## src/design/rect_triangle_overlap_test_unit_assert.svh

```systemverilog
// Assertion macros shared by the overlap test unit.
`ifndef RECT_TRIANGLE_OVERLAP_TEST_UNIT_ASSERT_SVH
`define RECT_TRIANGLE_OVERLAP_TEST_UNIT_ASSERT_SVH

// Same-cycle implication, disabled while reset is asserted.
`define RTO_ASSERT_NOW(lbl, clk, rstn, ante, cons, msg) \
  lbl: assert property (@(posedge clk) disable iff (!rstn) (ante) |-> (cons)) \
    else $error(msg);

// Next-cycle implication, disabled while reset is asserted.
`define RTO_ASSERT_NEXT(lbl, clk, rstn, ante, cons, msg) \
  lbl: assert property (@(posedge clk) disable iff (!rstn) (ante) |=> (cons)) \
    else $error(msg);

`endif

```

## src/design/rto_pkg.sv

```systemverilog
`default_nettype none

package rto_pkg;

  // Default coordinate width in bits.
  localparam int COORD_BITS_DEF = 16;

  // Triangle edges, each giving one candidate separating axis.
  localparam int NUM_EDGES = 3;

  // Result stream data width: overlap flag padded to one byte.
  localparam int M_TDATA_W = 8;

endpackage

`default_nettype wire

```

## src/design/rto_sep_stage.sv

```systemverilog
`default_nettype none

`include "rect_triangle_overlap_test_unit_assert.svh"

module rto_sep_stage #(
  parameter int COORD_BITS = rto_pkg::COORD_BITS_DEF,
  localparam int NE        = rto_pkg::NUM_EDGES,
  localparam int PW        = 2 * COORD_BITS + 2
) (
  input  wire logic                  clk_i,
  input  wire logic                  rst_ni,
  input  wire logic                  valid_i,
  output logic                       ready_o,
  input  wire logic                  sep_ax_i,
  input  wire logic [NE-1:0][PW-1:0] far_x_i,
  input  wire logic [NE-1:0][PW-1:0] far_y_i,
  input  wire logic [NE-1:0][PW-1:0] org_x_i,
  input  wire logic [NE-1:0][PW-1:0] org_y_i,
  input  wire logic [NE-1:0][PW-1:0] ext_w_i,
  input  wire logic [NE-1:0][PW-1:0] ext_h_i,
  output logic                       valid_o,
  input  wire logic                  ready_i,
  output logic                       overlap_o
);

  localparam int SW = PW + 2;

  logic          valid_q;
  logic          overlap_d, overlap_q;
  logic [NE-1:0] sep_edge;

  // Edge axes: triangle spans [min(0,d), max(0,d)], rectangle spans
  // p plus the negative or positive parts of the two extent products.
  // A zero normal collapses both spans to zero and never separates.
  for (genvar e = 0; e < NE; e++) begin : g_edge
    logic signed [SW-1:0] fx, fy, ox, oy, ew, eh, d, p;
    logic signed [SW-1:0] t_lo, t_hi, r_lo, r_hi, ew_neg, ew_pos, eh_neg, eh_pos;

    assign fx = {{2{far_x_i[e][PW-1]}}, far_x_i[e]};
    assign fy = {{2{far_y_i[e][PW-1]}}, far_y_i[e]};
    assign ox = {{2{org_x_i[e][PW-1]}}, org_x_i[e]};
    assign oy = {{2{org_y_i[e][PW-1]}}, org_y_i[e]};
    assign ew = {{2{ext_w_i[e][PW-1]}}, ext_w_i[e]};
    assign eh = {{2{ext_h_i[e][PW-1]}}, ext_h_i[e]};

    assign d = fx + fy;
    assign p = ox + oy;

    assign t_lo   = d[SW-1] ? d : '0;
    assign t_hi   = d[SW-1] ? '0 : d;
    assign ew_neg = ew[SW-1] ? ew : '0;
    assign ew_pos = ew[SW-1] ? '0 : ew;
    assign eh_neg = eh[SW-1] ? eh : '0;
    assign eh_pos = eh[SW-1] ? '0 : eh;
    assign r_lo   = p + ew_neg + eh_neg;
    assign r_hi   = p + ew_pos + eh_pos;

    assign sep_edge[e] = (r_hi < t_lo) || (t_hi < r_lo);
  end

  assign overlap_d = !(sep_ax_i || (|sep_edge));

  assign ready_o   = !valid_q || ready_i;
  assign valid_o   = valid_q;
  assign overlap_o = overlap_q;

  // Hold the result valid flag.
  always_ff @(posedge clk_i or negedge rst_ni) begin
    if (!rst_ni) begin
      valid_q <= 1'b0;
    end else if (ready_o) begin
      valid_q <= valid_i;
    end
  end

  // Register the verdict.
  always_ff @(posedge clk_i) begin
    if (valid_i && ready_o) begin
      overlap_q <= overlap_d;
    end
  end

  `RTO_ASSERT_NEXT(a_sep_load, clk_i, rst_ni, valid_i && ready_o, valid_o, "result stage lost a transaction")
  `RTO_ASSERT_NEXT(a_sep_axis, clk_i, rst_ni, valid_i && ready_o && sep_ax_i, !overlap_o, "separated box reported as overlap")

endmodule

`default_nettype wire

```

## config.mk

```make
export PLATFORM = sky130hd
export DESIGN_NAME = rto_sep_stage
export DESIGN_NICKNAME = d
export VERILOG_FILES = /design/src/design/rto_pkg.sv /design/src/design/rto_sep_stage.sv
export VERILOG_INCLUDE_DIRS = /design/src /design/src/design
export SDC_FILE = /design/constraint.sdc
export NUM_CORES = 2
export LEC_CHECK = 0
export BUFFER_PORTS_ARGS = -buffer_cell sky130_fd_sc_hd__buf_4
export CAP_MARGIN = 30
export CORE_MARGIN = 5
export CORE_UTILIZATION = 38
export CTS_CLUSTER_SIZE = 30
export DETAILED_ROUTE_END_ITERATION = 8
export MAX_ROUTING_LAYER = met4
export PLACE_DENSITY = 0.6
export SLEW_MARGIN = 20
export SYNTH_ARGS = -nofsm -noshare
export SYNTH_HDL_FRONTEND = slang
export SYNTH_SLANG_ARGS = --single-unit
```

## constraint.sdc

```tcl
create_clock -name clk_i -period 1.8 [get_ports clk_i]
set_input_delay 0.36 -clock clk_i [delete_from_list [all_inputs] [get_ports clk_i]]
set_output_delay 0.36 -clock clk_i [all_outputs]
set_load 0.01 [all_outputs]
```

==> impl_metrics.tcl <==
set metrics [dict create \
    status "finished, violations left" \
    violations "setup timing" \
    intPower_mw 22.9 \
    clockBufferDepth 2 \
    hp-start "valid_i" \
    fillers 8034 \
    period_share 4.07 \
    p_leak_nw 26.9 \
    drt_first_pass_iters 7 \
    r2r-start "valid_o$_DFFE_PN0N_" \
    rsz0062_at_grt "yes" \
    p_per_area_nw_per_um2 906 \
    r2r-end "overlap_o$_DFFE_PP_" \
    path_buf_inv 2 \
    dr_total_vias 37900 \
    hold_depth 2 \
    pin_count 620 \
    area_growth_syn_to_layout_pct 53.8 \
    drt-total-wl_mm 126 \
    power_mw 44.7 \
    coreArea_um2 83700 \
    combPwrFrac 0.990 \
    path_class "in -> reg" \
    cp_max_fo 3 \
    ys.flop_type "edfxtp_1" \
    htree_levels 1 \
    worst_ir_drop_vdd_mv 0.374 \
    startpoint_type "input port" \
    synthTopCellsByArea "ha_1 (24%), fa_1 (13%), nand2_1 (7.4%)" \
    max_freq_ghz 0.136 \
    dp_cells 7435 \
    slew_headroom 0.435 \
    finClkSkew_ps 2.22 \
    swShare 0.488 \
    power_switching_mw 21.8 \
    grt_overflow 0 \
    clkPwrFrac 0.008 \
    die_width_um 301 \
    grt_pass1_wl_mm 196 \
    post-synth-top-area-cell "ha_1" \
    synth_top_cell_area_share 0.237 \
    synth_fp_nets 5891 \
    grt_usage 0.272 \
    ys_warn_count 0 \
    cts_sinks 2 \
    cpPeakStageDelay_ps 510 \
    synthArstFlopShare 0.500 \
    synth_area_um2 32100 \
    syn_inst 4449 \
    fin_nets 7791 \
    post-dp-hpwl_mm 113 \
    hp-class "in -> reg" \
    crit_path_end_kind "flip-flop" \
    insertion_delay_ps 230 \
    setup_ws_ps -5530 \
    whs_endpoint "valid_o$_DFFE_PN0N_" \
    synth_edf_count 1 \
    rr_worst_depth 2 \
    synth_area_per_cell_um2 7.21 \
    synthDistinctLibCells 99 \
    antenna_found_initial 28 \
    initialDrtViolationCount 1640 \
    avgViaCountPerCell 5.05 \
    crit_family "compound AO/OA/AOI/OAI gates" \
    setup_viol 1 \
    ys_ff_latch 2 \
    reg2reg_slack_ps 730 \
    fin_cells 7510 \
    worstMarginPinSlew_ps 846 \
    layout-drive-gt1-share 0.349 \
    fin_crit_ps 7330 \
    crit_required_ps 1780 \
    start_util 0.384 \
    wl_per_cell_um 16.7 \
    rows 106 \
    grt_pass1_vias 38700 \
    cts_tree "built" \
    die_area_um2 90400 \
    final-hold-violation-count 0 \
    root_buffer "clkbuf_16" \
    drv_slew 0 \
    maxCapViolations 0 \
    die_h_um 301 \
    grt_max_degree 28 \
    seq_power_share 0.001 \
    drc 0 \
    seq_area_frac_synth 0.00172 \
    arrival_ps 7310 \
    cts_buffers 3 \
    gp_congestion 0.995 \
    placement.io_buffers 619 \
    slowest_stage "fa_1" \
    antenna_left 0 \
    clkTransAtPathRegs_ps 40 \
]
## Yosys cell counts (7+ instances only)
cell / n
a2111oi_0: 15
a211o_1: 11
a211oi_1: 43
a21boi_0: 9
a21o_1: 207
a21oi_1: 369
a311oi_1: 8
a31oi_1: 29
a41oi_1: 8
and2_1: 48
and3_1: 37
and4_1: 10
buf_2: 9
clkbuf_1: 61
fa_1: 216
ha_1: 609
inv_1: 546
mux2i_1: 7
nand2_1: 634
nand2b_1: 83
nand3_1: 88
nand4_1: 54
nor2_1: 262
nor2b_1: 64
nor3_1: 68
nor4_1: 11
o211ai_1: 22
o21a_1: 57
o21ai_0: 162
o21ai_1: 42
o21bai_1: 74
o31ai_1: 15
o41ai_2: 7
or2_2: 24
or3_1: 27
or4_1: 7
xnor2_1: 220
xor2_1: 139
## registers in the layout, indices dropped and copies added, names as in the netlist
signal and count:
valid_o 1, overlap_o 1
## power by group through the flow
| stage | combinational (mW) | clock (mW) | sequential (mW) |
|---|---|---|---|
| 2_1_floorplan | 24.4 | 0 | 0.0570 |
| 3_3_place_gp | 41.4 | 0 | 0.0598 |
| 3_5_place_dp | 42.0 | 0 | 0.0596 |
| 4_1_cts | 43.4 | 0.377 | 0.0592 |
| 5_1_grt | 49.2 | 0.389 | 0.0593 |
| 6_report | 44.3 | 0.379 | 0.0596 |
## placed cells by master, fill, tap and decap left out, types with 9 or more instances in the layout
master / n
nand2b_1: 83
and3_1: 36
nor3_1: 60
a2111oi_0: 9
a21oi_2: 46
and2_1: 46
nor4_1: 10
nand2_1: 628
o21a_1: 57
inv_1: 540
fa_1: 212
nand4_1: 54
ha_4: 18
a31oi_1: 28
a211oi_1: 39
buf_4: 1958
a21o_1: 207
a211o_1: 11
o21ai_0: 141
o21bai_1: 70
xnor2_2: 10
or3_1: 26
or2_2: 24
xnor2_1: 210
o31ai_1: 12
o211ai_1: 22
nand3_1: 84
o21ai_1: 46
nor2_1: 258
ha_1: 589
xor2_1: 131
a21oi_1: 324
nor2b_1: 64
diode_2: 28
o21ai_2: 15
## routing by layer
metal	up-vias	routed length (um)	global-route usage
met5	-	0	-
met4	0	3730	0.0728
met3	142	6550	0.0298
met2	904	60800	0.476
met1	17600	54400	0.336
li1	19300	-	-
## stage by stage
stage                     TNS, ps  setup WS, ps  hold slack [ps]  instance area [um^2]   util
after floorplan             -5130         -5130             64.4                 32200      -
after global placement      -6240         -6240              155                 47900  0.572
after detailed placement    -6370         -6370              154                 47900  0.572
after CTS                   -5500         -5500              326                 48800  0.583
after global routing        -5860         -5860              356                 49400  0.590
final                       -5530         -5530              326                 49400  0.590
## kinds of logic after synthesis
logic type / count (synthesis) / synth area share
buffers and inverters: 627 / 0.0739
multiplexers: 7 / 0.00218
XOR/XNOR: 359 / 0.0980
adder cells (fa/ha/maj): 825 / 0.372
flip-flops: 2 / 0.00172
AO/OA/AOI/OAI: 1189 / 0.245
AND/OR/NAND/NOR: 1440 / 0.207
## how the worst max path moves through the flow
stage,start,end,slack (ps),cells past startpoint
2_1_floorplan,org_x_i[0],overlap_o$_DFFE_PP_,-5130,37
3_3_place_gp,org_x_i[68],overlap_o$_DFFE_PP_,-6240,39
3_5_place_dp,org_x_i[68],overlap_o$_DFFE_PP_,-6370,39
4_1_cts,org_y_i[1],overlap_o$_DFFE_PP_,-5500,39
5_1_grt,org_x_i[69],overlap_o$_DFFE_PP_,-5860,37
6_report,org_x_i[34],overlap_o$_DFFE_PP_,-5530,33
## cell type report
| class | instances | area [um^2] | share of cell area |
|---|---|---|---|
| antenna | 28 | 70.1 | 0.00142 |
| clock buffer | 4 | 78.8 | 0.00160 |
| inverter | 554 | 2080 | 0.0421 |
| multi-input combinational | 3820 | 30800 | 0.624 |
| sequential | 2 | 55.1 | 0.00112 |
| tap | 1134 | 1420 | 0.0287 |
| timing repair buffer | 1968 | 14900 | 0.301 |
## worst register-to-register path, delay by kind of cell (launching register included)
family,cells,cell delay [ps]
DFF,1,380
and+or+nand+nor,2,370
## repair_timing
item | 4_1_cts | 5_1_grt
endpoints found under the setup margin | 1 | 1
gates resized for setup | 124 | 76
buffers inserted | 25 | 18
hold buffers | 1 | 0
pin swaps | 134 | 108
hold endpoints to repair | 1 | 0
(Power assumes the default switching activity.)
