`src/design/rect_triangle_overlap_test_unit_assert.svh`:
```
// Assertion macros shared by the overlap test unit.
`ifndef RECT_TRIANGLE_OVERLAP_TEST_UNIT_ASSERT_SVH
`define RECT_TRIANGLE_OVERLAP_TEST_UNIT_ASSERT_SVH

// Same-cycle implication, disabled while reset is asserted.
`define RTO_ASSERT_NOW(lbl, clk, rstn, ante, cons, msg) \
  lbl: assert property (@(posedge clk) disable iff (!rstn) (ante) |-> (cons)) \
    else $error(msg);

// Next-cycle implication, disabled while reset is asserted.
`define RTO_ASSERT_NEXT(lbl, clk, rstn, ante, cons, msg) \
  lbl: assert property (@(posedge clk) disable iff (!rstn) (ante) |=> (cons)) \
    else $error(msg);

`endif

```
`src/design/rto_pkg.sv`:
```
`default_nettype none

package rto_pkg;

  // Default coordinate width in bits.
  localparam int COORD_BITS_DEF = 16;

  // Triangle edges, each giving one candidate separating axis.
  localparam int NUM_EDGES = 3;

  // Result stream data width: overlap flag padded to one byte.
  localparam int M_TDATA_W = 8;

endpackage

`default_nettype wire

```
`src/design/rto_in_stage.sv`:
```
`default_nettype none

module rto_in_stage #(
  parameter int COORD_BITS = rto_pkg::COORD_BITS_DEF,
  localparam int CB        = COORD_BITS,
  localparam int IN_W      = 10 * COORD_BITS - 2
) (
  input  wire logic                 clk_i,
  input  wire logic                 rst_ni,
  input  wire logic                 valid_i,
  output logic                      ready_o,
  input  wire logic [IN_W-1:0]      data_i,
  output logic                      valid_o,
  input  wire logic                 ready_i,
  output logic signed [CB-1:0]      rect_x_o,
  output logic signed [CB-1:0]      rect_y_o,
  output logic [CB-2:0]             rect_w_o,
  output logic [CB-2:0]             rect_h_o,
  output logic signed [2:0][CB-1:0] tri_x_o,
  output logic signed [2:0][CB-1:0] tri_y_o
);

  localparam int TB = 4 * CB - 2;

  logic            valid_q;
  logic [IN_W-1:0] data_q;

  // Accept a new transaction whenever the stage is empty or draining.
  assign ready_o = !valid_q || ready_i;
  assign valid_o = valid_q;

  // Hold the valid flag.
  always_ff @(posedge clk_i or negedge rst_ni) begin
    if (!rst_ni) begin
      valid_q <= 1'b0;
    end else if (ready_o) begin
      valid_q <= valid_i;
    end
  end

  // Capture the payload.
  always_ff @(posedge clk_i) begin
    if (valid_i && ready_o) begin
      data_q <= data_i;
    end
  end

  // Split the packed word into fields.
  assign rect_x_o = data_q[CB-1:0];
  assign rect_y_o = data_q[2*CB-1:CB];
  assign rect_w_o = data_q[3*CB-2:2*CB];
  assign rect_h_o = data_q[4*CB-3:3*CB-1];

  for (genvar v = 0; v < 3; v++) begin : g_vtx
    assign tri_x_o[v] = data_q[TB+2*v*CB +: CB];
    assign tri_y_o[v] = data_q[TB+(2*v+1)*CB +: CB];
  end

endmodule

`default_nettype wire

```
`config.mk`:
```
export PLATFORM = sky130hd
export DESIGN_NAME = rto_in_stage
export DESIGN_NICKNAME = d
export VERILOG_FILES = /design/src/design/rect_triangle_overlap_test_unit_assert.svh /design/src/design/rto_pkg.sv /design/src/design/rto_in_stage.sv
export SDC_FILE = /design/constraint.sdc
export NUM_CORES = 1
export LEC_CHECK = 0
export BUFFER_PORTS_ARGS = -buffer_cell sky130_fd_sc_hd__buf_2
export CAP_MARGIN = 25
export CORE_AREA = 5 5 122 124
export CTS_BUF_LIST = sky130_fd_sc_hd__clkbuf_4
export DETAILED_ROUTE_END_ITERATION = 12
export DIE_AREA = 0 0 127 129
export PLACE_DENSITY = 0.7
export SYNTH_ARGS = -nofsm -noshare
export SYNTH_HDL_FRONTEND = slang
export SYNTH_SLANG_ARGS = --single-unit
```
`constraint.sdc`:
```
create_clock -name clk_i -period 2.85 [get_ports clk_i]
set_clock_uncertainty 0.1 [all_clocks]
set_input_delay 0.4275 -clock clk_i [delete_from_list [all_inputs] [get_ports clk_i]]
set_output_delay 0.4275 -clock clk_i [all_outputs]
set_load 0.05 [all_outputs]
```
==> results of run 1 <==
==> Yosys cell counts <==
| library cell | number |
|---|---|
| sky130_fd_sc_hd__and2_4 | 1 |
| sky130_fd_sc_hd__dfrtp_1 | 1 |
| sky130_fd_sc_hd__edfxtp_1 | 158 |
| sky130_fd_sc_hd__nand2b_1 | 1 |
| sky130_fd_sc_hd__nand2b_4 | 1 |
==> through the flow <==
step	hold WS (ps)	cell area (sq um)	util, %
after detailed placement	105	6700	49.0
after global placement	103	6700	49.0
after floorplan	31.9	4800	-
==> logic make-up after synthesis <==
kind of cell / after synthesis / synth area share (%)
and+or+nand+nor: 3 / 0.600
DFF: 159 / 99.4
==> out/qor.tcl, run 1 <==
set qor(yosysSeqAreaShare_pct) 99.4
set qor(floorplan.rows) 43
set qor(post_synth.cell_area_avg_sq_um) 29.6
set qor(io_pins) 322
set qor(run_status) {aborted with a tool error}
set qor(synthesis.instances) 162
set qor(post_cts_buffers) 0
set qor(error_message) {[ERROR RSZ-0060] Max buffer count reached.}
set qor(clk_root_buffer_cell) {sky130_fd_sc_hd__clkbuf_4}
set qor(h-tree-depth) 4
set qor(cell_area_after_synthesis_sq_um) 4800
set qor(dpl.cell_count) 669
set qor(syn_nets) 324
set qor(yosysTopAreaCellShare_pct) 98.9
set qor(cts.repair.resized) 0
set qor(place.gp.congestion) 0.866
set qor(floorplan.initialDensity_pct) 35.1
set qor(synth.distinct_cells) 5
set qor(cts.sink_count) 159
set qor(yosysWarningCount) 0
set qor(tritoncts.num_buffers) 17
set qor(clk_path_buf_depth) 2
set qor(synth_top_cell_by_area) {sky130_fd_sc_hd__edfxtp_1}
set qor(cts_hold_repair.buffers) 141
set qor(port_buffers) 321
set qor(yosys_register_bits) 159
set qor(die_h_um) 129
set qor(x_dimension_of_the_die_um) 127
set qor(placement.setup.worst_slack_ps) 914
set qor(stop_stage) {clock tree synthesis}
set qor(synth.area.top_cells) {sky130_fd_sc_hd__edfxtp_1 99%, sky130_fd_sc_hd__dfrtp_1 0.52%, sky130_fd_sc_hd__nand2b_4 0.29%}
==> inputs of run 2 (changes only) <==
--- a/config.mk
+++ b/config.mk
@@ -7,11 +7,10 @@
 export LEC_CHECK = 0
 export BUFFER_PORTS_ARGS = -buffer_cell sky130_fd_sc_hd__buf_2
 export CAP_MARGIN = 25
-export CORE_AREA = 5 5 122 124
-export CTS_BUF_LIST = sky130_fd_sc_hd__clkbuf_4
+export CORE_MARGIN = 5
+export CORE_UTILIZATION = 30
 export DETAILED_ROUTE_END_ITERATION = 12
-export DIE_AREA = 0 0 127 129
-export PLACE_DENSITY = 0.7
+export PLACE_DENSITY_LB_ADDON = 0.15
 export SYNTH_ARGS = -nofsm -noshare
 export SYNTH_HDL_FRONTEND = slang
 export SYNTH_SLANG_ARGS = --single-unit
==> out/qor.tcl, run 2 <==
set qor(run_status) {finished clean}
set qor(initial_antenna_violation_count) 1
set qor(top_register) {data_q}
set qor(critPathLaunch) {valid_o}
set qor(floorplan.initialDensity_pct) 30.4
set qor(hold_path.class) {in -> reg}
set qor(tns_ps) 0
set qor(rsz_0062_raised_after_global_routing) {false}
set qor(clk_path_buf_depth) 2
set qor(post_synth.cell_area_avg_sq_um) 29.6
set qor(crit_arrival_ps) 1750
set qor(layout.filler_cells) 1457
set qor(floorplan.rows) 46
set qor(vias) 2910
set qor(tritoncts) {built}
set qor(yosys_register_bits) 159
set qor(max_cap_viol_count) 0
set qor(rr_worst_depth) 3
set qor(largest_net_degree_at_the_start_of_global_routing) 45
set qor(worstPathMaxFanout) 44
set qor(routed_wire_length_per_instance_um) 16.6
set qor(grt_overflow) 0
set qor(syn_nets) 324
set qor(power_density_nw_per_um2) 769
set qor(areaGrowthSynthToFinish_pct) 52.2
set qor(hold_start) {data_i[47]}
set qor(multi_input_comb_area_sq_um) 28.8
set qor(synthTopCellsByCount) {158 x sky130_fd_sc_hd__edfxtp_1, 1 x sky130_fd_sc_hd__and2_4, 1 x sky130_fd_sc_hd__dfrtp_1, 1 x sky130_fd_sc_hd__nand2b_1, 1 x sky130_fd_sc_hd__nand2b_4}
set qor(cts.repair.resized) 0
set qor(port_buffers) 321
set qor(setup-violations-final) 0
set qor(x_dimension_of_the_die_um) 136
set qor(vias_in_the_first_global_route) 3069
set qor(worst_skew_pair.late_latency_ps) 410
set qor(placement.setup.worst_slack_ps) 927
set qor(h-tree-depth) 4
set qor(synthesis.instances) 162
set qor(first_pass_grt_wire_length_um) 17100
set qor(core_area_sq_um) 15800
set qor(clk_root_buffer_cell) {sky130_fd_sc_hd__clkbuf_16}
set qor(leading_cell_type_in_the_layout_fill_and_taps_excluded) {sky130_fd_sc_hd__buf_2}
set qor(totalWireLength_um) 12200
set qor(clkTransAtPathRegs_ps) 60
set qor(ys_async_sr_fraction_pct) 0.629
set qor(relSlewSlack_pct) 64.2
set qor(synth_top_cell_by_area) {sky130_fd_sc_hd__edfxtp_1}
set qor(place.gp.congestion) 0.704
set qor(worst_slew_pin_tran_ps) 536
set qor(cell_area_after_synthesis_sq_um) 4800
set qor(endpoint) {data_q[131]}
set qor(hpwl_um) 9590
set qor(largest_register_ffs) 158
set qor(synthMostInstantiatedCell) {sky130_fd_sc_hd__edfxtp_1}
set qor(worstPathRequired_ps) 2840
set qor(yosys_most_used_dff) {sky130_fd_sc_hd__edfxtp_1}
set qor(max_slew_violation_count) 0
set qor(synth_enable_flop_cells) 158
set qor(cellLeakagePower_nw) 3.10
set qor(rr_endpoint) {data_q[131]}
set qor(final_antenna_violating_net_count) 0
set qor(final_util_pct) 46.3
set qor(final_layout_size_suffix_gt1_share_pct) 67.7
set qor(seqCellArea_sq_um) 4770
set qor(io_pins) 322
set qor(routed_via_density) 3.95
set qor(fmax_mhz) 570
set qor(cts.sink_count) 159
set qor(drt-pass1-iter-count) 4
set qor(synth.distinct_cells) 5
set qor(layout.cells.most_common_list) {321 x sky130_fd_sc_hd__buf_2, 158 x sky130_fd_sc_hd__edfxtp_1, 17 x sky130_fd_sc_hd__clkbuf_16}
set qor(yosysTopAreaCellShare_pct) 98.9
set qor(die_h_um) 136
set qor(fin_crit_sh_pct) 61.5
set qor(irDropWorstVdd_uv) 364
set qor(globalRouteTotalUtil_pct) 12.7
set qor(r2r_start) {valid_o}
set qor(worst_slack_ps) 1100
set qor(tritoncts.num_buffers) 17
set qor(r2r_setup_slack_ps) 1100
set qor(yosysSeqAreaShare_pct) 99.4
set qor(fp.dieArea_sq_um) 18600
set qor(final-hold-violation-count) 0
set qor(final.min_clock_period_ps) 1750
set qor(finish.net_count) 670
set qor(critical_path_class) {reg -> reg}
set qor(yosysWarningCount) 0
set qor(crit_path_end_kind) {flop}
set qor(post-route-drc-count) 0
set qor(dr.first_iter.drc_count) 126
set qor(synth.area.top_cells) {sky130_fd_sc_hd__edfxtp_1 99%, sky130_fd_sc_hd__dfrtp_1 0.52%, sky130_fd_sc_hd__nand2b_4 0.29%}
set qor(timing.critical_path.from_type) {flop}
## run 2: worst min path at each step
stage,end,slack (ps),cells past startpoint
floorplan,valid_o,30,0
global placement,valid_o,100,1
detailed placement,valid_o,100,1
CTS,data_q[2],60,1
global route,data_q[65],60,1
finish,data_q[47],90,1
## run 2: where the power goes
| group | switching [mW] | internal [mW] |
|---|---|---|
| clock | 0.847 | 1.27 |
| combinational | 0.570 | 0.169 |
| sequential | 0.0267 | 2.73 |
## run 2: worst max-delay path, stage by stage, from the launching register on
cell                       delay (ps)
sky130_fd_sc_hd__dfrtp_1          410
sky130_fd_sc_hd__nand2b_4          80
sky130_fd_sc_hd__and2_4           500
sky130_fd_sc_hd__buf_12           310
## run 2: cell type report
type / count / area share [%]
sequential: 159 / 65.3
timing repair buffer: 327 / 23.0
clock buffer: 18 / 5.88
tap: 216 / 3.70
clock inverter: 13 / 1.66
multi-input combinational: 3 / 0.394
antenna: 1 / 0.0343
## run 2: what timing repair did
action	in CTS	in global routing
hold buffers	1	0
setup buffers	0	0
hold endpoints to repair	1	0
## run 2: logic make-up (layout without fill, tap and decap cells)
group	after synthesis	in the layout	share of synthesized area [%]
other	0	1	0
buffers and inverters	0	358	0
AND/OR/NAND/NOR	3	3	0.600
flip-flops	159	159	99.4
## run 2: stage by stage
step	power, mW	cell area, sq um	std cells	hold slack [ps]
after floorplan	3.30	4800	162	31.9
after global placement	3.55	6740	704	102
after detailed placement	3.55	6740	704	104
after CTS	5.70	7300	736	64.3
after global routing	5.83	7300	736	58.1
final	5.61	7300	737	86.2
## run 2: metal layers
| layer | GRT usage (%) | share of wire [%] | vias to the layer above |
|---|---|---|---|
| li1 | - | - | 1360 |
| met5 | 0 | 0.090 | - |
| met3 | 7.74 | 14 | 18 |
| met2 | 21.1 | 52 | 199 |
| met1 | 12.5 | 32 | 1331 |
| met4 | 6.27 | 2.1 | 2 |
No activity file was read; power rests on OpenSTA's default activity.
==> inputs of run 3 (changes only) <==
==> constraint.sdc (replaced) <==
create_clock -name clk_i -period 1.7 [get_ports clk_i]
set_clock_uncertainty 0.1 [all_clocks]
set_input_delay 0.255 -clock clk_i [delete_from_list [all_inputs] [get_ports clk_i]]
set_output_delay 0.255 -clock clk_i [all_outputs]
set_load 0.05 [all_outputs]
==> out/qor.tcl, run 3 <==
set qor(synthesis.instances) 162
set qor(ys_async_sr_fraction_pct) 0.629
set qor(clk_path_buf_depth) 2
set qor(floorplan.initialDensity_pct) 30.4
set qor(yosysWarningCount) 0
set qor(tritoncts.num_buffers) 17
set qor(syn_nets) 324
set qor(synthMostInstantiatedCell) {sky130_fd_sc_hd__edfxtp_1}
set qor(cts.repair.resized) 0
set qor(place.gp.congestion) 0.743
set qor(yosys_most_used_dff) {sky130_fd_sc_hd__edfxtp_1}
set qor(cell_area_after_synthesis_sq_um) 4800
set qor(synth.area.top_cells) {sky130_fd_sc_hd__edfxtp_1 99%, sky130_fd_sc_hd__dfrtp_1 0.52%, sky130_fd_sc_hd__nand2b_4 0.29%}
set qor(post_cts_buffers) 0
set qor(x_dimension_of_the_die_um) 136
set qor(cts.sink_count) 159
set qor(yosysTopAreaCellShare_pct) 98.9
set qor(die_h_um) 136
set qor(error_message) {[ERROR RSZ-0060] Max buffer count reached.}
set qor(placed_area_sq_um) 6770
set qor(yosysSeqAreaShare_pct) 99.4
set qor(synth.distinct_cells) 5
set qor(hpwl_um) 10100
set qor(port_buffers) 321
set qor(stop_stage) {clock tree synthesis}
set qor(cts_hold_repair.buffers) 148
set qor(clk_root_buffer_cell) {sky130_fd_sc_hd__clkbuf_16}
set qor(floorplan.rows) 46
set qor(h-tree-depth) 4
set qor(run_status) {aborted with a tool error}
set qor(synthTopCellsByCount) {158 x sky130_fd_sc_hd__edfxtp_1, 1 x sky130_fd_sc_hd__and2_4, 1 x sky130_fd_sc_hd__dfrtp_1, 1 x sky130_fd_sc_hd__nand2b_1, 1 x sky130_fd_sc_hd__nand2b_4}
set qor(synth_enable_flop_cells) 158
set qor(post_synth.cell_area_avg_sq_um) 29.6
set qor(yosys_register_bits) 159
set qor(synth_top_cell_by_area) {sky130_fd_sc_hd__edfxtp_1}
set qor(io_pins) 322
## run 3: cell counts after synthesis
No cell type changed its count.
## run 3: cell families after synthesis
| logic type | after synthesis | share of synthesized area, % |
|---|---|---|
| flip-flops | 159 | 99.4 |
| AND/OR/NAND/NOR | 3 | 0.600 |
## run 3: per-stage QoR
stage	hold slack, ps	worst slack, ps	setup TNS (ps)	util, %	cells
2_1_floorplan	-141	-733	-115840	-	162
3_3_place_gp	-69.6	262	0	42.9	705
3_5_place_dp	-70.1	241	0	42.9	705
